`src/rtl/core/bpdc_pkg.sv`:
```
`default_nettype none

package bpdc_pkg;

	// Field widths
	localparam int PIN_W   = 6;
	localparam int STAMP_W = 63;
	localparam int CODE_W  = 2;
	localparam int LIMIT_W = 32;
	localparam int HELD_W  = STAMP_W + 1;

	// Stream and configuration port widths
	localparam int S_TDATA_W = 72;
	localparam int M_TDATA_W = 72;
	localparam int CFG_IDX_W = 3;
	localparam int CFG_DAT_W = 32;

	// Button slots that have a pin register
	localparam int SLOT_REGS = 4;

	// Register indexes
	localparam logic [CFG_IDX_W-1:0] REG_SHORT_LIMIT = 3'd0;
	localparam logic [CFG_IDX_W-1:0] REG_LONG_LIMIT  = 3'd1;
	localparam logic [CFG_IDX_W-1:0] REG_SLOT0_PIN   = 3'd2;

	// Reset values of the limits, in microseconds
	localparam logic [LIMIT_W-1:0] SHORT_LIMIT_RST = 32'd500000;
	localparam logic [LIMIT_W-1:0] LONG_LIMIT_RST  = 32'd4000000;

	// Event codes
	typedef enum logic [CODE_W-1:0] {
		EV_PRESSED       = 2'd0,
		EV_RELEASED      = 2'd1,
		EV_LONG_RELEASED = 2'd2,
		EV_VLONG_RELEASED = 2'd3
	} event_code_t;

	// Request from the top level to the slot bank
	typedef struct packed {
		logic               strobe;
		logic [PIN_W-1:0]   pin;
		logic               down;
		logic [STAMP_W-1:0] stamp;
	} slot_req_t;

	// Answer of the slot bank for the lowest matching slot
	typedef struct packed {
		logic               hit;
		logic               held;
		logic               changed;
		logic [STAMP_W-1:0] edge_time;
	} slot_look_t;

endpackage

`default_nettype wire

```
`src/rtl/core/bpdc_slots.sv`:
```
`default_nettype none

module bpdc_slots #(
	parameter int NUM_BUTTONS = 4
) (
	input  wire logic                                       clk,
	input  wire logic                                       arst_n,
	input  wire logic [NUM_BUTTONS-1:0][bpdc_pkg::PIN_W-1:0] slot_pins,
	input  wire bpdc_pkg::slot_req_t                        req,
	output bpdc_pkg::slot_look_t                            look
);
	import bpdc_pkg::*;

	logic [NUM_BUTTONS-1:0] match;
	logic [NUM_BUTTONS-1:0] held_q;
	logic [STAMP_W-1:0]     edge_q [NUM_BUTTONS];
	logic                   wr;

	// A slot whose pin is zero is unused and never matches.
	always_comb begin
		for (int i = 0; i < NUM_BUTTONS; i++) begin
			match[i] = (slot_pins[i] != '0) && (slot_pins[i] == req.pin);
		end
	end

	// The lowest matching slot supplies the held flag and the recorded time.
	always_comb begin
		look.hit       = |match;
		look.held      = 1'b0;
		look.edge_time = '0;
		for (int i = NUM_BUTTONS - 1; i >= 0; i--) begin
			if (match[i]) begin
				look.held      = held_q[i];
				look.edge_time = edge_q[i];
			end
		end
		look.changed = look.hit && (req.down != look.held);
	end

	assign wr = req.strobe && look.changed;

	// On a strobed change, every matching slot takes the new pressed state and the edge time.
	always_ff @(posedge clk or negedge arst_n) begin
		if (!arst_n) begin
			held_q <= '0;
			for (int i = 0; i < NUM_BUTTONS; i++) begin
				edge_q[i] <= '0;
			end
		end else if (wr) begin
			for (int i = 0; i < NUM_BUTTONS; i++) begin
				if (match[i]) begin
					held_q[i] <= req.down;
					edge_q[i] <= req.stamp;
				end
			end
		end
	end

endmodule

`default_nettype wire

```
`src/rtl/core/button_press_duration_classifier.sv`:
```
`default_nettype none

// Channel   Dir  Handshake                      Word
// s_axis    in   s_axis_tvalid / s_axis_tready  pin, level, stamp
// m_axis    out  m_axis_tvalid / m_axis_tready  event_pin, event_time, event_code
// cfg       in   cfg_valid / cfg_ready          cfg_index, cfg_data
//
// One edge word is taken per cycle unless a stalled result holds the input register; a
// word passes the input register, then its result is loaded into the result register.
// Each word is matched against all slots, and the held time is formed by one 64-bit
// subtract and two signed compares in the cycle between the two registers.
// Reset sets the limits to 500000 and 4000000 us, marks all slots unused and no
// button held. cfg_ready is always high.
// While m_axis_tready is low a waiting result holds, and the word in the input
// register waits behind it whether or not that word gives a result; an empty input
// register still takes one more word.
module button_press_duration_classifier #(
	parameter int NUM_BUTTONS = 4
) (
	input  wire logic                             clk,
	input  wire logic                             arst_n,
	// pin [5:0], level [6], stamp [69:7], zero [71:70]
	input  wire logic [bpdc_pkg::S_TDATA_W-1:0]   s_axis_tdata,
	input  wire logic                             s_axis_tvalid,
	output logic                                  s_axis_tready,
	// event_pin [5:0], event_time [68:6], event_code [70:69], zero [71]
	output logic [bpdc_pkg::M_TDATA_W-1:0]        m_axis_tdata,
	output logic                                  m_axis_tvalid,
	input  wire logic                             m_axis_tready,
	input  wire logic                             cfg_valid,
	output logic                                  cfg_ready,
	input  wire logic [bpdc_pkg::CFG_IDX_W-1:0]   cfg_index,
	input  wire logic [bpdc_pkg::CFG_DAT_W-1:0]   cfg_data
);
	import bpdc_pkg::*;

	logic [LIMIT_W-1:0]                  short_limit_q;
	logic [LIMIT_W-1:0]                  long_limit_q;
	logic [NUM_BUTTONS-1:0][PIN_W-1:0]   slot_pin_q;

	logic                                valid_s1;
	logic [PIN_W-1:0]                    pin_s1;
	logic                                level_s1;
	logic [STAMP_W-1:0]                  stamp_s1;

	logic                                out_valid_q;
	logic [PIN_W-1:0]                    out_pin_q;
	logic [STAMP_W-1:0]                  out_time_q;
	event_code_t                         out_code_q;

	logic                                process;
	logic                                pin_zero;
	logic                                has_result;
	logic signed [HELD_W-1:0]            held_time;
	event_code_t                         rel_code;
	slot_req_t                           req;
	slot_look_t                          look;

	// Configuration registers
	assign cfg_ready = 1'b1;

	always_ff @(posedge clk or negedge arst_n) begin
		if (!arst_n) begin
			short_limit_q <= SHORT_LIMIT_RST;
			long_limit_q  <= LONG_LIMIT_RST;
			slot_pin_q    <= '0;
		end else if (cfg_valid) begin
			case (cfg_index)
				REG_SHORT_LIMIT: short_limit_q <= cfg_data;
				REG_LONG_LIMIT:  long_limit_q  <= cfg_data;
				default: begin
					for (int i = 0; i < NUM_BUTTONS; i++) begin
						if (i < SLOT_REGS && cfg_index == CFG_IDX_W'(REG_SLOT0_PIN + i)) begin
							slot_pin_q[i] <= cfg_data[PIN_W-1:0];
						end
					end
				end
			endcase
		end
	end

	// The word in the input register moves on unless a result is stuck.
	assign process       = valid_s1 && (!out_valid_q || m_axis_tready);
	assign s_axis_tready = !valid_s1 || process;

	always_ff @(posedge clk or negedge arst_n) begin
		if (!arst_n) begin
			valid_s1 <= 1'b0;
		end else if (s_axis_tready) begin
			valid_s1 <= s_axis_tvalid;
		end
	end

	always_ff @(posedge clk) begin
		if (s_axis_tready && s_axis_tvalid) begin
			pin_s1   <= s_axis_tdata[PIN_W-1:0];
			level_s1 <= s_axis_tdata[PIN_W];
			stamp_s1 <= s_axis_tdata[PIN_W+STAMP_W:PIN_W+1];
		end
	end

	// Slot lookup and update; pin zero never touches the slots.
	assign pin_zero   = (pin_s1 == '0);
	assign req.strobe = process && !pin_zero;
	assign req.pin    = pin_s1;
	assign req.down   = !level_s1;
	assign req.stamp  = stamp_s1;

	bpdc_slots #(
		.NUM_BUTTONS(NUM_BUTTONS)
	) u_slots (
		.clk      (clk),
		.arst_n   (arst_n),
		.slot_pins(slot_pin_q),
		.req      (req),
		.look     (look)
	);

	// Held time is signed: an earlier stamp gives a negative time, a short release.
	assign held_time = signed'({1'b0, stamp_s1}) - signed'({1'b0, look.edge_time});

	always_comb begin
		if (held_time < signed'({{(HELD_W-LIMIT_W){1'b0}}, short_limit_q})) begin
			rel_code = EV_RELEASED;
		end else if (held_time < signed'({{(HELD_W-LIMIT_W){1'b0}}, long_limit_q})) begin
			rel_code = EV_LONG_RELEASED;
		end else begin
			rel_code = EV_VLONG_RELEASED;
		end
	end

	assign has_result = pin_zero || (look.changed && level_s1);

	// Result register
	always_ff @(posedge clk or negedge arst_n) begin
		if (!arst_n) begin
			out_valid_q <= 1'b0;
		end else if (process) begin
			out_valid_q <= has_result;
		end else if (m_axis_tready) begin
			out_valid_q <= 1'b0;
		end
	end

	always_ff @(posedge clk) begin
		if (process && has_result) begin
			out_pin_q  <= pin_s1;
			out_time_q <= stamp_s1;
			out_code_q <= pin_zero ? EV_PRESSED : rel_code;
		end
	end

	assign m_axis_tvalid = out_valid_q;
	assign m_axis_tdata  = {1'b0, out_code_q, out_time_q, out_pin_q};

	// A pressed report always belongs to pin zero, a release never does.
	a_pressed_pin: assert property (@(posedge clk) disable iff (!arst_n)
		out_valid_q |-> ((out_code_q == EV_PRESSED) == (out_pin_q == '0)))
		else $error("event code and pin disagree");

	// A word waiting behind a stalled result is kept intact.
	a_s1_hold: assert property (@(posedge clk) disable iff (!arst_n)
		(valid_s1 && !process) |=> (valid_s1 && $stable(pin_s1) && $stable(stamp_s1)))
		else $error("input register lost a waiting word");

	// A stalled result is not replaced.
	a_out_hold: assert property (@(posedge clk) disable iff (!arst_n)
		(out_valid_q && !m_axis_tready) |=> (out_valid_q && $stable(out_time_q)))
		else $error("result register changed while stalled");

	// A release is only reported for a slot that was held and now changes.
	a_release_src: assert property (@(posedge clk) disable iff (!arst_n)
		(process && has_result && !pin_zero) |-> (look.hit && look.held && level_s1))
		else $error("release without a held slot");

endmodule

`default_nettype wire
```
`config.mk`:
```
export PLATFORM = sky130hd
export DESIGN_NAME = button_press_duration_classifier
export DESIGN_NICKNAME = d
export VERILOG_FILES = /design/src/rtl/core/bpdc_pkg.sv /design/src/rtl/core/bpdc_slots.sv /design/src/rtl/core/button_press_duration_classifier.sv
export SDC_FILE = /design/constraint.sdc
export NUM_CORES = 1
export LEC_CHECK = 0
export BUFFER_PORTS_ARGS = -buffer_cell sky130_fd_sc_hd__buf_2
export CAP_MARGIN = 15
export CELL_PAD_IN_SITES_DETAIL_PLACEMENT = 0
export CELL_PAD_IN_SITES_GLOBAL_PLACEMENT = 1
export CORE_ASPECT_RATIO = 0.75
export CORE_UTILIZATION = 45
export CTS_CLUSTER_SIZE = 20
export DETAILED_ROUTE_END_ITERATION = 16
export PLACE_DENSITY = 0.75
export SETUP_SLACK_MARGIN = 0.15
export SYNTH_ARGS = -nofsm -noshare
export SYNTH_HDL_FRONTEND = slang
export SYNTH_SLANG_ARGS = --single-unit
```
`constraint.sdc`:
```
create_clock -name clk -period 5.4 [get_ports clk]
set_input_delay 0.54 -clock clk [delete_from_list [all_inputs] [get_ports clk]]
set_output_delay 0.54 -clock clk [all_outputs]
set_load 0.02 [all_outputs]
```
## Word-level counts from Yosys, hierarchy flattened

Index checks and enable logic that the tools add are counted.

| word-level totals | value |
|---|---|
| word-level logic and storage cells | 87 |
| register bits | 487 |
| output and inout bits | 75 |
| input bits | 112 |

| cells by class | value |
|---|---|
| eq/ne operators | 10 |
| bitwise operators | 1 |
| mux-type cells | 12 |
| $lt $le $gt $ge | 2 |
| reductions and logical operators | 38 |
| $add $sub $neg | 1 |

Operator list:

| kind | count |
|---|---|
| $mux W63 | 4 |
| $lt A64 B33 Y1 | 2 |
| $sub A63 B63 Y64 | 1 |
| $eq A6 B6 Y1 | 4 |
| $reduce_bool A6 Y1 | 4 |
| $reduce_and A2 Y1 | 6 |
| $reduce_and A3 Y1 | 4 |
| $logic_and A1 B1 Y1 | 11 |
| $mux W1 | 8 |
| $eq A3 B2 Y1 const B | 2 |
| $eq A3 B3 Y1 const B | 2 |
| $logic_not A6 Y1 | 1 |
| $logic_not A1 Y1 | 4 |
| $reduce_or A2 Y1 | 2 |
| $reduce_or A4 Y1 | 1 |
| $eq A3 B1 Y1 const B | 1 |
| $logic_not A3 Y1 | 1 |
| $logic_or A1 B1 Y1 | 3 |
| $reduce_bool A2 Y1 | 1 |
| $ne A1 B1 Y1 | 1 |
| $not A1 Y1 | 1 |

## Logic depth before layout (Yosys ltp)

Gate-level depths: netlist of run 1.

| logic depth | value |
|---|---|
| word-level depth | 11 |
| mapped depth | 31 |

## By module

A second synthesis of run 1 with hierarchy kept.

| unflattened totals | value |
|---|---|
| cells, all modules | 2357 |
| area total of the unflattened synthesis | 25886.1 µm² |

By module, submodules not included:

| module | area an instance (µm²) | times used | cells an instance | sequential area each (µm²) |
|---|---|---|---|---|
| button_press_duration_classifier | 14174.8 | 1 | 1448 | 6503.7 |
| bpdc_slots | 11711.2 | 1 | 909 | 6406.1 |

## Worst setup path after synthesis of run 1

Ideal clock, no wire load.

| timing path | value |
|---|---|
| path kind | reg-to-reg |
| from | register pin_s1[4] |
| to | register out_code_q[0] (data pin) |
| arrival time | 5623 ps |
| setup time | 264 ps |
| stages on the path, launching flop included | 31 |
| slack | -487 ps |
| buffers on the path | 3 |
| cell sequence | edfxtp_1 > buf_2 > xnor2_1 > nand3_1 > a2111oi_4 > clkbuf_1 > clkbuf_1 > mux2_2 > a221oi_1 > nor2_1 > ha_1 > inv_1 > fa_1 > a211oi_1 > o21ai_0 > nand4_1 > a21oi_1 > nor2_1 > o21a_1 > xnor2_1 > ha_1 > a21oi_1 > nor2b_1 > o21ai_0 > nand2b_1 > a21oi_1 > nor2b_1 > o21ai_0 > o2111ai_1 > nor3b_1 > a21boi_1 |

| between the ends | value |
|---|---|
| cells in the longest elaborated chain, start to end | 10 |

RTL lines:

| what | line | text |
|---|---|---|
| start: declaration | button_press_duration_classifier.sv:42 | `logic [PIN_W-1:0] pin_s1;` |
| start signal: assignment | button_press_duration_classifier.sv:96 | `pin_s1 <= s_axis_tdata[PIN_W-1:0];` |
| $eq A6 B6 Y1 | bpdc_slots.sv:22 | `match[i] = (slot_pins[i] != '0) && (slot_pins[i] == req.pin);` |
| $logic_and A1 B1 Y1 | bpdc_slots.sv:22 |  |
| $mux W63 (4 in a row) | bpdc_slots.sv:32 | `if (match[i]) begin` |
| $sub A63 B63 Y64 | button_press_duration_classifier.sv:120 | `assign held_time = signed'({1'b0, stamp_s1}) - signed'({1'b0, look.edge_time});` |
| $lt A64 B33 Y1 | button_press_duration_classifier.sv:125 | `end else if (held_time < signed'({{(HELD_W-LIMIT_W){1'b0}}, long_limit_q})) begin` |
| $mux W1 | button_press_duration_classifier.sv:125 |  |
| $mux W1 | button_press_duration_classifier.sv:123 | `if (held_time < signed'({{(HELD_W-LIMIT_W){1'b0}}, short_limit_q})) begin` |
| end signal: assignment | button_press_duration_classifier.sv:149 | `out_code_q <= pin_zero ? EV_PRESSED : rel_code;` |
| end: declaration | button_press_duration_classifier.sv:49 | `event_code_t out_code_q;` |

Several ways; a longest one is shown, not always the timed one.
A chain may end at the register's enable or synchronous reset.

## Worst setup path after layout of run 1

| timing path | value |
|---|---|
| from | register slot_pin_q[14] in the netlist's numbering |
| to | register out_code_q[0] (data pin) |

| between the ends | value |
|---|---|
| cells in the longest elaborated chain, start to end | 9 |

RTL lines:

| what | line | text |
|---|---|---|
| start: declaration | button_press_duration_classifier.sv:39 | `logic [NUM_BUTTONS-1:0][PIN_W-1:0] slot_pin_q;` |
| start signal: indexed assignment | button_press_duration_classifier.sv:74 | `slot_pin_q[i] <= cfg_data[PIN_W-1:0];` |
| $eq A6 B6 Y1 or $reduce_bool A6 Y1 (tied branches) | bpdc_slots.sv:22 |  |
| $logic_and A1 B1 Y1 (*) | bpdc_slots.sv:22 |  |
| $mux W63 (*) (3 in a row) | bpdc_slots.sv:32 |  |
| $sub A63 B63 Y64 (*) | button_press_duration_classifier.sv:120 |  |
| $lt A64 B33 Y1 | button_press_duration_classifier.sv:125 |  |
| $mux W1 | button_press_duration_classifier.sv:125 |  |
| $mux W1 (*) | button_press_duration_classifier.sv:123 |  |

Mark *: on every way between the ends. The rest lies on a longest branch, timed or not.

==> impl_metrics.tcl, run 1 <==
set metrics [dict create \
    syn_inst 2179 \
    r2r_start "slot_pin_q[14]" \
    dieHeight_um 208 \
    status "complete, but fails checks" \
    clkSlewWorstSetupHoldPaths_ns 0.06 \
    synth_top_family_by_area "multiplexers" \
    vias_per_cell 5.59 \
    fin_crit_sh_pct 110 \
    synth-xor-area-share_pct 2.37 \
    place_inst 3393 \
    cp-start-kind "register" \
    slew_headroom_pct 26.4 \
    drc_errors 0 \
    grt_pass1_wl_um 117000 \
    drt_iter0_drc 1532 \
    hold_viol_final 0 \
    htree_num_levels 2 \
    endpoint_kind "register" \
    post-route-worst-setup-slack_ns -0.548 \
    io_pins 187 \
    hold_path_class "input pin to register" \
    critPathLaunch "slot_pin_q[14]" \
    multi_input_area_sq_um 12400 \
    drv_slew 0 \
    clock-root-buffer "clkbuf_16" \
    nets 3011 \
    slowest_stage "or4_1" \
    cts_tree "done" \
    dieArea_sq_um 57500 \
    synth_fa_ha_area_share_pct 6.23 \
    synth_top_area_share_pct 32.7 \
    ys_seq_area_share_pct 50.8 \
    place_hpwl_um 56100 \
    start_util_pct 45.6 \
    insertion_delay_ns 0.60 \
    crit_path_frequent_cell "buf_12" \
    fp.dieW_um 277 \
    yosysWarningCount 0 \
    drt_pass1_iterations 5 \
    syn_to_final_growth_pct 29.8 \
    layout_min_cycle_time_ns 5.95 \
    utilization_pct 59.1 \
    synth-seq-cells 487 \
    arrival_ns 6.39 \
    wl_per_cell_um 21.4 \
    synth_ff_type "dfrtp_1" \
    overflow 0 \
    synth_mux_area_share_pct 15.5 \
    worstPathMaxFanout 7 \
    fmax_mhz 168 \
    synth_edf_count 141 \
    async_reset_ff_share_pct 71.0 \
    clkSinkCount 487 \
    cp_slowest_stage_delay_ns 0.54 \
    rows 75 \
    irDropWorstVdd_mv 0.262 \
    fill_cells 4591 \
    synth-simple-area-share_pct 8.26 \
    synth.net_count 2417 \
    finalSetupViolCount 2 \
    drtAntennaViolNets 0 \
    cp.required_ns 5.84 \
    ys_top_cells_by_area "dfrtp_1 33%, edfxtp_1 17%, mux2_1 10%" \
    core_area_sq_um 55800 \
    grt_max_degree 166 \
    yosys.area.top_type "dfrtp_1" \
    cts_buffer_depth 3 \
    leakage_nw 15.3 \
    skew_ns 0.0199 \
    track_usage_pct 26.3 \
    drt-total-wl_um 75800 \
    antenna_found_initial 1 \
    register_area_sq_um 12900 \
    synth_area_sq_um 25400 \
    worstSetupPathType "register to register" \
    antennaDiodeCount 0 \
    place.gp.congestion 0.949 \
    fin_setup_tns_ns -1.04 \
    p_per_area_nw_per_um2 300 \
    instances_no_fill 3545 \
    worstMarginPinSlew_ns 1.10 \
    avgSynthCellArea_sq_um 11.7 \
    grt_pass1_vias 19800 \
    cap_violations 0 \
    vias 19800 \
    rsz0062_at_grt "yes" \
    io_buffers 182 \
    p_total_mw 9.91 \
    synth_cell_types 82 \
    cts_made_buffers 49 \
    synth_compound_gate_area_share_pct 13.4 \
    drive_above_1_share_pct 36.1 \
    hold_start "s_axis_tdata[3]" \
    violations "setup timing" \
]
-- timing repair --
action	in CTS	in global routing
hold buffers	1	0
setup buffers	38	17
gates cloned	2	2
resized for setup	116	67
hold endpoints to repair	33	0
setup endpoints to repair	2	2
pin swaps	68	77
-- metal layers --
metal | GRT usage (%) | share of wire [%] | vias to the layer above
met5 | 0 | 0 | -
met4 | 4.66 | 1.3 | 0
met1 | 42.5 | 52 | 9989
met2 | 37.0 | 41 | 482
met3 | 3.83 | 5.7 | 72
li1 | - | - | 9283
-- placed cells by master, fill, tap and decap left out, types with 10 or more instances in the layout --
cell type  netlist  routed
nor2b_1         13      12
buf_4           21     438
a31oi_1         12      11
a21o_1          22      22
xor2_1          32      30
clkinv_2         0      12
nand2b_1        15      15
xnor2_1         35      25
nand3_1         19      18
o21ai_1          7      26
o21a_1          17      16
dfrtp_1        332     332
mux2_2         105     103
ha_2             0      10
a221o_1         65      65
buf_12           0      18
nand4_1         40      40
inv_1           82      80
mux2_4           9      11
mux2_1         227     227
xnor2_2          1      11
a21oi_1        120      87
nand2_1        170     168
buf_2           10     181
buf_6            7      10
nor2_1          87      79
o21ai_2          1      18
clkbuf_16        0      51
edfxtp_1       141     141
nor3_1          19      12
a21oi_2          1      34
ha_1           125     108
o21ai_0        200     164
dfstp_2         14      14
-- flip-flops by register name, indices dropped and copies added, names as in the netlist, 2 cells and up --
name,count
u_slots.edge_q,252
out_time_q,63
stamp_s1,63
long_limit_q,32
short_limit_q,32
slot_pin_q,24
out_pin_q,6
pin_s1,6
u_slots.held_q,4
out_code_q,2
-- cells in the mapped netlist, types with 9 or more instances --
library cell and number:
a211oi_1 11, a21o_1 22, a21oi_1 120, a221o_1 65, a31oi_1 12, and3_1 9
buf_2 10, buf_4 21, clkbuf_1 64, dfrtp_1 332, dfstp_2 14, edfxtp_1 141
ha_1 125, inv_1 82, mux2_1 227, mux2_2 105, mux2_4 9, nand2_1 170
nand2b_1 15, nand3_1 19, nand4_1 40, nor2_1 87, nor2b_1 13, nor3_1 19
nor4_1 14, o21a_1 17, o21ai_0 200, xnor2_1 35, xor2_1 32
-- worst paths after layout --
check / endpoint / slack (ns) / depth (start not counted)
setup / recovery: out_code_q[0] / -0.55 / 30
hold / removal: pin_s1[3] / 0.11 / 1
setup reg to reg: out_code_q[0] / -0.55 / 30
hold reg to reg: u_slots.edge_q[77] / 0.48 / 1
max in group asynchronous: u_slots.edge_q[94] / 3.64 / 3
min in group asynchronous: m_axis_tvalid / 0.49 / 2
-- power by group --
part | leakage, nW | total, mW | internal, mW | switching, mW
Clock | 0.796 | 3.47 | 2.00 | 1.48
Combinational | 8.54 | 2.23 | 1.03 | 1.20
Sequential | 5.95 | 4.21 | 4.06 | 0.142
-- critical path: cells and delay by family (launching register included) --
family | cells | cell delay (ns)
AOI/OAI and AO/OA | 11 | 1.89
xor gates and xnor gates | 1 | 0.13
adders and majority gates | 2 | 0.61
buffers and inverters | 5 | 0.74
DFF | 1 | 0.39
and+or+nand+nor | 11 | 2.03
-- per-stage QoR --
stage	hold WS [ns]	instance area, sq um	setup slack, ns
floorplan	0.244	25600	0.135
global placement	0.448	30100	-0.487
detailed placement	0.455	30100	-0.539
CTS	0.0789	32500	-0.401
global route	0.0951	33000	-0.786
finish	0.114	33000	-0.548
-- logic make-up (layout without fill, tap and decap cells) --
| family | Yosys count | in the layout |
|---|---|---|
| AOI/OAI and AO/OA | 528 | 528 |
| buffers and inverters | 194 | 829 |
| muxes | 348 | 348 |
| xor gates and xnor gates | 68 | 68 |
| DFF | 487 | 487 |
| adders and majority gates | 126 | 126 |
| other | 2 | 2 |
| and+or+nand+nor | 426 | 426 |
-- cell type report --
cell class	count	area share [%]
well taps	731	2.77
flip-flops and latches	487	39.1
repair buffers	655	14.7
inverters	82	0.936
multi-input cells	1498	37.6
clock inverters	34	1.07
clock buffers	58	3.88
Note: power is estimated with default switching activity, not from simulation.
==> inputs of run 2 (changes only) <==
--- a/config.mk
+++ b/config.mk
@@ -13,7 +13,8 @@
 export CORE_UTILIZATION = 45
 export CTS_CLUSTER_SIZE = 20
 export DETAILED_ROUTE_END_ITERATION = 16
-export PLACE_DENSITY = 0.75
+export PLACE_DENSITY_LB_ADDON = 0.15
+export RECOVER_POWER = 100
 export SETUP_SLACK_MARGIN = 0.15
 export SYNTH_ARGS = -nofsm -noshare
 export SYNTH_HDL_FRONTEND = slang
==> run 2 against run 1 <==
  * Critical path type unchanged
  * First-iteration DRC count rose by 4.1%
  * Fmax grew 3.1%
  * Design area is 2.0% lower
  * Combinational power is 5% lower
  * The run ends with capacitance limit, slew limit, setup timing left
  * Final cell count is 0.34% lower
  * Clock power barely moved
  * Register-to-register slack improved by 0.18 ns
  * Die area unchanged
  * Worst setup slack improved by 0.18 ns
  * Core utilization fell by 1.2 points
  * Power fell by 1.5%
==> impl_metrics.tcl, run 2 (synthesis results as in run 1) <==
set metrics [dict create \
    status "complete, but fails checks" \
    violations "capacitance limit, slew limit, setup timing" \
    clkSinkCount 487 \
    cp-start-kind "register" \
    irDropWorstVdd_mv 0.244 \
    path_delay_family "compound AO/OA/AOI/OAI gates" \
    drt-total-wl_um 74500 \
    start_util_pct 45.6 \
    wl_per_cell_um 21.1 \
    holdPathStages 1 \
    grt_pass1_wl_um 117000 \
    grt_max_degree 142 \
    drt_pass1_iterations 7 \
    drt_iter0_drc 1595 \
    finalSetupViolCount 2 \
    fin_setup_tns_ns -0.718 \
    rsz0062_at_grt "yes" \
    pwr-share-clk_pct 35.2 \
    final_cell_mix "427 x buf_4, 332 x dfrtp_1, 228 x mux2_1" \
    nets 2999 \
    vias_per_cell 5.60 \
    overflow 0 \
    cap_violations 9 \
    track_usage_pct 26.0 \
    drc_errors 0 \
    endpoint_kind "register" \
    path_depth 30 \
    hold_path_class "input pin to register" \
    cp_num_buf_inv 4 \
    rows 75 \
    antenna_found_initial 0 \
    post-route-worst-setup-slack_ns -0.368 \
    drive_above_1_share_pct 31.1 \
    vias 19800 \
    hold_viol_final 0 \
    clkSlewWorstSetupHoldPaths_ns 0.06 \
    antennaDiodeCount 0 \
    final_common_cell "buf_4" \
    p_sw_mw 2.73 \
    power_frac_seq_pct 43.1 \
    arrival_ns 6.11 \
    reg2regPathDepth 30 \
    cts_buffer_depth 3 \
    worstPathMaxFanout 6 \
    p_per_area_nw_per_um2 302 \
    layout_min_cycle_time_ns 5.77 \
    core_area_sq_um 55800 \
    cp.required_ns 5.74 \
    htree_num_levels 2 \
    worstMarginPinSlew_ns 2.77 \
    syn_to_final_growth_pct 27.1 \
    io_pins 187 \
    place.gp.congestion 0.931 \
    combPwrFrac_pct 21.7 \
    dieHeight_um 208 \
    skew_ns 0.0132 \
    largest_reg_flops 252 \
    insertion_delay_ns 0.59 \
    fin_crit_sh_pct 107 \
    fp.dieW_um 277 \
    p_total_mw 9.76 \
    cp_slowest_stage_delay_ns 0.55 \
    p_sw_share_pct 28.0 \
    p_int_mw 7.03 \
    fmax_mhz 173 \
    cts_made_buffers 49 \
    drtAntennaViolNets 0 \
    max_flop_register "u_slots.edge_q" \
    largestRegisters "u_slots.edge_q x252, out_time_q x63, stamp_s1 x63" \
    leakage_nw 14.8 \
    utilization_pct 57.9 \
    slowest_stage "or4_4" \
    place_hpwl_um 55500 \
    slew_headroom_pct -84.4 \
    place_ws_ns -0.673 \
    clock-root-buffer "clkbuf_16" \
    io_buffers 182 \
    grt_pass1_vias 19600 \
    cts_tree "done" \
    worstSetupPathType "register to register" \
    drv_slew 648 \
    dieArea_sq_um 57500 \
]
## run 2: changes by cell type in the layout (fill, tap and decap cells not counted), moves of 9 or more
cell	delta
a21oi_1	+12
a21oi_2	-15
buf_2	-77
buf_4	-11
clkbuf_1	+96
ha_1	+9
o21ai_0	+14
o21ai_2	-12
## run 2: through the flow
step / hold slack (ns) / instance area [sq um] / instances
after floorplan: 0.244 / 25600 / 2179
after global placement: 0.461 / 30100 / 3398
after detailed placement: 0.468 / 30100 / 3398
after CTS: 0.0929 / 32200 / 3518
after global routing: 0.0996 / 32300 / 3533
final: 0.127 / 32300 / 3533
## run 2: cell type report
type | count | area, sq um
fill | 4726 | 23500
inverter | 82 | 309
sequential | 487 | 12900
clock buffer | 74 | 1410
timing repair buffer | 643 | 4430
clock inverter | 18 | 196
tap | 731 | 915
multi-input combinational | 1498 | 12200
## run 2: repair_timing
item | in CTS | in global routing
pin swaps | 39 | 45
gates resized for setup | 58 | 65
endpoints found under the hold margin | 4 | 0
buffers inserted | 26 | 15
hold buffers | 1 | 0
endpoints found under the setup margin | 2 | 2
cloned | 1 | 0
## run 2: path summary, 6_finish.rpt
| kind | startpoint | slack, ns | end |
|---|---|---|---|
| max in group asynchronous | arst_n | 0.99 | u_slots.edge_q[185] |
| worst min register to register | u_slots.edge_q[225] | 0.48 | u_slots.edge_q[225] |
| worst max-delay path | slot_pin_q[12] | -0.37 | out_code_q[0] |
| worst max register to register | slot_pin_q[12] | -0.37 | out_code_q[0] |
| min in group asynchronous | arst_n | 1.23 | slot_pin_q[17] |
| worst min-delay path | s_axis_tdata[25] | 0.13 | stamp_s1[18] |
## run 2: power by group through the flow
stage                     clock network, mW  logic [mW]  registers, mW
after floorplan                           0        1.03           4.25
after global placement                    0        1.94           4.26
after detailed placement                  0        1.98           4.27
after CTS                              3.51        2.06           4.20
after global routing                   3.65        2.32           4.23
final                                  3.44        2.12           4.21
## run 2: per-layer routing
metal | wire (um) | track usage [%]
met1 | 40100 | 43.5
met5 | 0 | 0
met2 | 29600 | 35.2
met4 | 1100 | 4.89
met3 | 3770 | 3.43
